==> config.mk <==
export PLATFORM = sky130hd
export DESIGN_NAME = indexed_shift_array_top
export DESIGN_NICKNAME = d
export VERILOG_FILES = /design/src/rtl/isa_pkg.sv /design/src/rtl/isa_ctrl.sv /design/src/rtl/isa_datapath.sv /design/src/rtl/indexed_shift_array_top.sv
export SDC_FILE = /design/constraint.sdc
export NUM_CORES = 2
export LEC_CHECK = 0
export BUFFER_PORTS_ARGS = -buffer_cell sky130_fd_sc_hd__clkbuf_2
export CAP_MARGIN = 20
export CELL_PAD_IN_SITES_DETAIL_PLACEMENT = 0
export CELL_PAD_IN_SITES_GLOBAL_PLACEMENT = 1
export CORE_MARGIN = 2
export CORE_UTILIZATION = 25
export CTS_CLUSTER_SIZE = 30
export DETAILED_ROUTE_END_ITERATION = 8
export HOLD_SLACK_MARGIN = 0.02
export PLACE_DENSITY = 0.42
export SETUP_SLACK_MARGIN = 0.2
export SLEW_MARGIN = 20
export SYNTH_ARGS = -nofsm -noshare
export SYNTH_HDL_FRONTEND = slang
export SYNTH_SLANG_ARGS = --single-unit
==> constraint.sdc <==
create_clock -name clock -period 9.3 [get_ports clock]
set_input_delay 0.465 -clock clock [delete_from_list [all_inputs] [get_ports clock]]
set_output_delay 0.465 -clock clock [all_outputs]
set_load 0.1 [all_outputs]
==> src/rtl/isa_pkg.sv <==
package isa_pkg;

   localparam int DEPTH     = 16;
   localparam int WORD_BITS = 32;
   localparam int CNT_BITS  = $clog2(DEPTH + 1);
   localparam int IDX_BITS  = $clog2(DEPTH);

   localparam logic [2:0] OP_APPEND = 3'd0;
   localparam logic [2:0] OP_REMOVE = 3'd1;
   localparam logic [2:0] OP_INSERT = 3'd2;
   localparam logic [2:0] OP_ERASE  = 3'd3;
   localparam logic [2:0] OP_READ   = 3'd4;
   localparam logic [2:0] OP_WRITE  = 3'd5;
   localparam logic [2:0] OP_CLEAR  = 3'd6;

   localparam logic [1:0] ST_OK    = 2'd0;
   localparam logic [1:0] ST_RANGE = 2'd1;
   localparam logic [1:0] ST_EMPTY = 2'd2;
   localparam logic [1:0] ST_FULL  = 2'd3;

   typedef logic [WORD_BITS-1:0] word_type;

   typedef struct packed {
      logic [2:0]  opcode;
      logic [4:0]  position;
      logic [31:0] write_value;
   } req_type;

   typedef struct packed {
      logic [31:0] read_data;
      logic [4:0]  entry_count;
      logic [31:0] front_value;
      logic [31:0] back_value;
      logic [1:0]  status;
   } rsp_type;

   typedef struct packed {
      logic load;
      logic exec;
   } cmd_type;

endpackage

==> src/rtl/isa_ctrl.sv <==
module isa_ctrl (
   input  logic             clock,
   input  logic             reset,
   input  logic             start,
   output logic             busy,
   output logic             rsp_valid,
   output isa_pkg::cmd_type cmd
);
   import isa_pkg::*;

   typedef enum logic [1:0] {
      S_IDLE,
      S_EXEC,
      S_REPORT
   } state_type;

   state_type state_ff;
   logic      busy_ff;
   logic      rsp_valid_ff;

   always_ff @(posedge clock) begin
      if (reset) begin
         state_ff     <= S_IDLE;
         busy_ff      <= 1'b0;
         rsp_valid_ff <= 1'b0;
      end else begin
         case (state_ff)
            S_IDLE: begin
               rsp_valid_ff <= 1'b0;
               if (start) begin
                  state_ff <= S_EXEC;
                  busy_ff  <= 1'b1;
               end
            end
            S_EXEC: begin
               state_ff     <= S_REPORT;
               rsp_valid_ff <= 1'b1;
            end
            S_REPORT: begin
               state_ff     <= S_IDLE;
               busy_ff      <= 1'b0;
               rsp_valid_ff <= 1'b0;
            end
            default: begin
               state_ff     <= S_IDLE;
               busy_ff      <= 1'b0;
               rsp_valid_ff <= 1'b0;
            end
         endcase
      end
   end

   assign busy       = busy_ff;
   assign rsp_valid  = rsp_valid_ff;
   assign cmd.load   = start && !busy_ff;
   assign cmd.exec   = (state_ff == S_EXEC);

   a_strobe_single: assert property (@(posedge clock) disable iff (reset)
      rsp_valid |=> !rsp_valid)
      else $error("result strobe lasted more than one cycle");

   a_accept_busy: assert property (@(posedge clock) disable iff (reset)
      (start && !busy) |=> busy)
      else $error("busy did not rise after an accepted transaction");

   a_strobe_frees: assert property (@(posedge clock) disable iff (reset)
      rsp_valid |=> !busy)
      else $error("block stayed busy after delivering its result");

endmodule

==> src/rtl/isa_datapath.sv <==
module isa_datapath (
   input  logic             clock,
   input  logic             reset,
   input  isa_pkg::cmd_type cmd,
   input  isa_pkg::req_type req_payload,
   output isa_pkg::rsp_type rsp_payload
);
   import isa_pkg::*;

   logic [2:0]          op_ff;
   logic [4:0]          pos_ff;
   word_type            val_ff;
   word_type            cells_ff [DEPTH];
   word_type            cells_in [DEPTH];
   logic [CNT_BITS-1:0] count_ff;
   logic [CNT_BITS-1:0] count_in;
   word_type            rd_ff;
   logic [1:0]          st_ff;
   logic [1:0]          st_in;
   logic [CNT_BITS-1:0] count_dec;
   logic [IDX_BITS-1:0] rd_addr;
   word_type            rd_word;
   logic                op_ok;
   logic                op_reads;

   assign count_dec = count_ff - CNT_BITS'(1);

   // One shared read port: the indexed entry while executing any operation but remove, the back entry otherwise.
   always_comb begin
      if (cmd.exec && (op_ff != OP_REMOVE)) begin
         rd_addr = pos_ff[IDX_BITS-1:0];
      end else begin
         rd_addr = count_dec[IDX_BITS-1:0];
      end
   end

   assign rd_word = cells_ff[rd_addr];

   always_comb begin
      st_in    = ST_OK;
      op_reads = 1'b0;
      case (op_ff)
         OP_APPEND: begin
            if (count_ff >= CNT_BITS'(DEPTH)) st_in = ST_FULL;
         end
         OP_REMOVE: begin
            op_reads = 1'b1;
            if (count_ff == '0) st_in = ST_EMPTY;
         end
         OP_INSERT: begin
            if (pos_ff > count_ff) st_in = ST_RANGE;
            else if (count_ff >= CNT_BITS'(DEPTH)) st_in = ST_FULL;
         end
         OP_ERASE, OP_READ: begin
            op_reads = 1'b1;
            if (pos_ff >= count_ff) st_in = ST_RANGE;
         end
         OP_WRITE: begin
            if (pos_ff >= count_ff) st_in = ST_RANGE;
         end
         default: begin
            st_in = ST_OK;
         end
      endcase
   end

   assign op_ok = (st_in == ST_OK);

   // Every cell picks its own next value, so all cells shift together in the execute state.
   always_comb begin
      for (int i = 0; i < DEPTH; i++) begin
         cells_in[i] = cells_ff[i];
         case (op_ff)
            OP_APPEND: begin
               if (count_ff == CNT_BITS'(i)) cells_in[i] = val_ff;
            end
            OP_INSERT: begin
               if (pos_ff == 5'(i)) begin
                  cells_in[i] = val_ff;
               end else if (i > 0 && pos_ff < 5'(i) && CNT_BITS'(i) <= count_ff) begin
                  cells_in[i] = cells_ff[(i > 0) ? i - 1 : 0];
               end
            end
            OP_ERASE: begin
               if (i < DEPTH - 1 && pos_ff <= 5'(i) && CNT_BITS'(i + 1) < count_ff) begin
                  cells_in[i] = cells_ff[(i < DEPTH - 1) ? i + 1 : i];
               end
            end
            OP_WRITE: begin
               if (pos_ff == 5'(i)) cells_in[i] = val_ff;
            end
            default: begin
               cells_in[i] = cells_ff[i];
            end
         endcase
      end
   end

   always_comb begin
      count_in = count_ff;
      if (op_ok) begin
         case (op_ff)
            OP_APPEND, OP_INSERT: count_in = count_ff + CNT_BITS'(1);
            OP_REMOVE, OP_ERASE:  count_in = count_dec;
            OP_CLEAR:             count_in = '0;
            default:              count_in = count_ff;
         endcase
      end
   end

   always_ff @(posedge clock) begin
      if (reset) begin
         count_ff <= '0;
      end else if (cmd.exec && op_ok) begin
         count_ff <= count_in;
      end
   end

   always_ff @(posedge clock) begin
      if (cmd.load) begin
         op_ff  <= req_payload.opcode;
         pos_ff <= req_payload.position;
         val_ff <= req_payload.write_value;
      end
      if (cmd.exec) begin
         st_ff <= st_in;
         rd_ff <= (op_ok && op_reads) ? rd_word : '0;
         if (op_ok) begin
            for (int i = 0; i < DEPTH; i++) begin
               cells_ff[i] <= cells_in[i];
            end
         end
      end
   end

   assign rsp_payload.read_data   = rd_ff;
   assign rsp_payload.entry_count = count_ff;
   assign rsp_payload.front_value = (count_ff != '0) ? cells_ff[0] : '0;
   assign rsp_payload.back_value  = (count_ff != '0) ? rd_word : '0;
   assign rsp_payload.status      = st_ff;

   a_count_bound: assert property (@(posedge clock) disable iff (reset)
      count_ff <= CNT_BITS'(DEPTH))
      else $error("entry count exceeds capacity");

   a_count_held: assert property (@(posedge clock) disable iff (reset)
      !cmd.exec |=> $stable(count_ff))
      else $error("entry count changed outside execution");

   a_clear_empties: assert property (@(posedge clock) disable iff (reset)
      (cmd.exec && (op_ff == OP_CLEAR)) |=> (count_ff == '0))
      else $error("clear left entries in the array");

endmodule

==> src/rtl/indexed_shift_array_top.sv <==
// The result of an accepted transaction is computed in the execute state and strobed
// with rsp_valid in the report state; the controller then returns to idle.
// A new transaction is accepted only while idle; busy covers execute and report.
// Execute shifts or writes all sixteen entry cells at once; report reads the back entry.
// Reset (synchronous, active high) empties the array; entry words stay undefined.
// The receiver cannot stall: each result is present for exactly one cycle.
module indexed_shift_array_top (
   input  logic             clock,
   input  logic             reset,
   input  logic             start,
   output logic             busy,
   input  isa_pkg::req_type req_payload,
   output logic             rsp_valid,
   output isa_pkg::rsp_type rsp_payload
);
   import isa_pkg::*;

   cmd_type cmd;

   isa_ctrl u_ctrl (
      .clock     (clock),
      .reset     (reset),
      .start     (start),
      .busy      (busy),
      .rsp_valid (rsp_valid),
      .cmd       (cmd)
   );

   isa_datapath u_datapath (
      .clock       (clock),
      .reset       (reset),
      .cmd         (cmd),
      .req_payload (req_payload),
      .rsp_payload (rsp_payload)
   );

endmodule

==> results.json <==
{
  "dp_cells": 5072,
  "hold_viol": 0,
  "intPower_mw": 5.20,
  "routabilityCongestion": 0.808,
  "fin_util_pct": 29.1,
  "core_area_mm2": 0.137,
  "p_seq_share_pct": 39.6,
  "post-place-ws_ns": 3.77,
  "row_count": 136,
  "die_width_um": 375,
  "initial_utilization_pct": 25.1,
  "hpwl_mm": 103,
  "critical-path-top-delay-family": "simple AND/OR/NAND/NOR gates",
  "p_total_mw": 7.95,
  "vias_per_cell": 6.10,
  "synth_top_area_share_pct": 51.1,
  "cpMaxStageDelayCell": "nand2_8",
  "dieArea_mm2": 0.141,
  "worst-path-buf-inv": 2,
  "whs_ns": 0.0960,
  "fmax_mhz": 156,
  "fin_setup_tns_ns": 0,
  "grt_max_degree": 191,
  "clock_skew_ns": 0.0176,
  "grt_pass1_vias": 31200,
  "io_buffers": 147,
  "synth_cell_types": 71,
  "placed_cell_area_mm2": 0.0370,
  "finalSetupViolCount": 0,
  "p_sw_share_pct": 34.5,
  "critPathRequiredTime_ns": 8.84,
  "drcViolationCount": 0,
  "drive_above_1_share_pct": 13.4,
  "path_class": "reg2out",
  "critPathArrivalTime_ns": 5.94,
  "fillCellCount": 14300,
  "yosys-top-cells-area": "edfxtp_1 (51%), a22oi_1 (8.2%), o21ai_0 (6.3%), a21oi_1 (5.7%), clkbuf_1 (3.8%)",
  "ys_warn_count": 0,
  "track_usage_pct": 25.6,
  "synth_edf_count": 586,
  "synth-seq-area-share_pct": 51.6,
  "ys_async_sr_fraction_pct": 0,
  "cts.path.max_buffers": 3,
  "power_leakage_nw": 13.2,
  "cts_htree_levels": 3,
  "stdcell_area_mm2": 0.0399,
  "layout_setup_ws_ns": 2.90,
  "crit_chain": "or3b_4, nand3_4, nand2_8, buf_4, a211oi_1, o21ai_0, and4_1, and2_1, clkbuf_2",
  "timing.hold.worst.class": "in2reg",
  "fin_crit_sh_pct": 68.8,
  "clk_pin_slew_ns": 0.06,
  "synth_fp_nets": 3503,
  "ioPinCount": 148,
  "relSlewSlack_pct": 20.6,
  "critPathLaunchType": "flip-flop",
  "firstDrtPassIters": 7,
  "drt-total-wl_mm": 186,
  "ir_drop_mv": 0.119,
  "power.density_mw_per_mm2": 199,
  "wl_per_cell_um": 35.4,
  "dieHeight_um": 375,
  "cts_tree": "yes",
  "period_needed_ns": 6.40,
  "synthFlopType": "edfxtp_1",
  "vias": 32100,
  "final_nets": 3452,
  "antenna_left": 0,
  "cts-root-buf": "clkbuf_16",
  "synth_top_area_cell": "edfxtp_1",
  "avgSynthCellArea_um2": 9.99,
  "grt_pass1_wl_mm": 257,
  "final-max-slew-violation-count": 0,
  "antenna_found_initial": 15,
  "cts_made_buffers": 82,
  "switchingPower_mw": 2.74,
  "grt_overflow_total": 0,
  "rsz0062_at_grt": "no",
  "max-cap-violations": 0,
  "cts.sinks": 595,
  "cp_max_fo": 107,
  "slowest_delay_ns": 1.08,
  "finalNonFillerCells": 5261,
  "crit_path_end_kind": "output pin",
  "mappedNetlistArea_mm2": 0.0345,
  "syn-instance-count": 3450,
  "clock_power_share_pct": 38.6,
  "synthTopCellsByCount": "edfxtp_1 (586), o21ai_0 (435), a21oi_1 (390)",
  "worst_slew_pin_slew_ns": 1.19,
  "clock_latency_ns": 0.69,
  "status": "completed",
  "ys_seq_elements": 595,
  "combPwrFrac_pct": 21.8,
  "drtIter0Drc": 4806,
  "synth_most_common_cell": "edfxtp_1",
  "cts_setup_buffers": 0,
  "area_growth_pct": 15.9
}
==> repair_timing <==
action / 4_1_cts / 5_1_grt
gates resized for setup: 0 / 0
hold buffers: 37 / 0
hold endpoints to repair: 37 / 0
==> cell usage in the layout (no fill, tap or decap), types with 11 or more instances in the layout <==
master and n:
edfxtp_1 586, o21ai_0 435, a21oi_1 388, a22oi_1 377
nand2_1 194, clkbuf_2 147, a211oi_1 144, and3_1 142
inv_1 107, a222oi_1 96, buf_4 95, clkbuf_16 87
and2_1 85, nor2_1 48, mux2i_1 48, o211ai_1 48
dlygate4sd3_1 37, nor3b_1 32, mux2_2 32, nor2b_1 25
nor2_4 25, a31oi_1 24, clkinv_1 21, clkbuf_1 21
and4_1 20, nand2b_1 11, nor3_1 11, clkinv_2 11
==> sequential cells by signal, indices dropped and copies added (netlist names) <==
name,cells
u_datapath.count_ff,5
u_datapath.cells_ff,512
u_datapath.pos_ff,5
u_datapath.st_ff,2
u_ctrl.state_ff,2
u_ctrl.rsp_valid,1
u_datapath.op_ff,3
u_datapath.rd_ff,32
u_ctrl.busy,1
u_datapath.val_ff,32
==> power groups by stage <==
stage	logic, mW	clock network (mW)	registers [mW]
final	1.73	3.07	3.15
after global routing	1.81	3.25	3.15
after CTS	1.72	3.16	3.14
after detailed placement	1.70	0	3.20
after global placement	1.69	0	3.20
after floorplan	1.03	0	3.20
==> worst paths after layout <==
path / from / to / slack (ns) / depth (start not counted)
worst max-delay path: u_datapath.op_ff[0] / rsp_payload[23] / 2.90 / 9
worst min-delay path: req_payload[24] / u_datapath.val_ff[24] / 0.1 / 1
worst max register to register: u_datapath.op_ff[0] / u_datapath.rd_ff[10] / 4.25 / 9
worst min register to register: u_ctrl.state_ff[1] / u_ctrl.busy / 0.44 / 1
==> layer usage <==
metal / vias to the layer above / wire, µm / GRT usage [%] / share of wire, %
li1: 13400 / - / - / -
met1: 16500 / 82600 / 36.2 / 44
met2: 1896 / 82900 / 39.5 / 44
met3: 294 / 15000 / 4.23 / 8.1
met4: 2 / 5770 / 8.57 / 3.1
met5: - / 13 / 0 / 0.0070
==> cell families (layout without fill, tap and decap cells) <==
group	count (synthesis)	count (layout)	synth area share, %
buffers and inverters	527	537	6.03
flip-flops	595	595	51.6
other	0	7	0
XOR/XNOR	4	4	0.102
adder cells (fa/ha/maj)	10	10	0.363
multiplexers	80	80	2.44
AO/OA/AOI/OAI	1590	1590	29.5
AND/OR/NAND/NOR	644	644	10.0
==> cell type report <==
class / instances / area, µm² / area share [%]
Timing Repair Buffer: 282 / 1880 / 4.71
Inverter: 110 / 413 / 1.03
Tap cell: 1794 / 2240 / 5.62
Clock inverter: 37 / 225 / 0.564
Antenna cell: 7 / 17.5 / 0.0439
Sequential cell: 595 / 17800 / 44.5
Clock buffer: 108 / 2260 / 5.65
Multi-Input combinational cell: 2328 / 15100 / 37.8
Note: power is estimated with default switching activity, not from simulation.
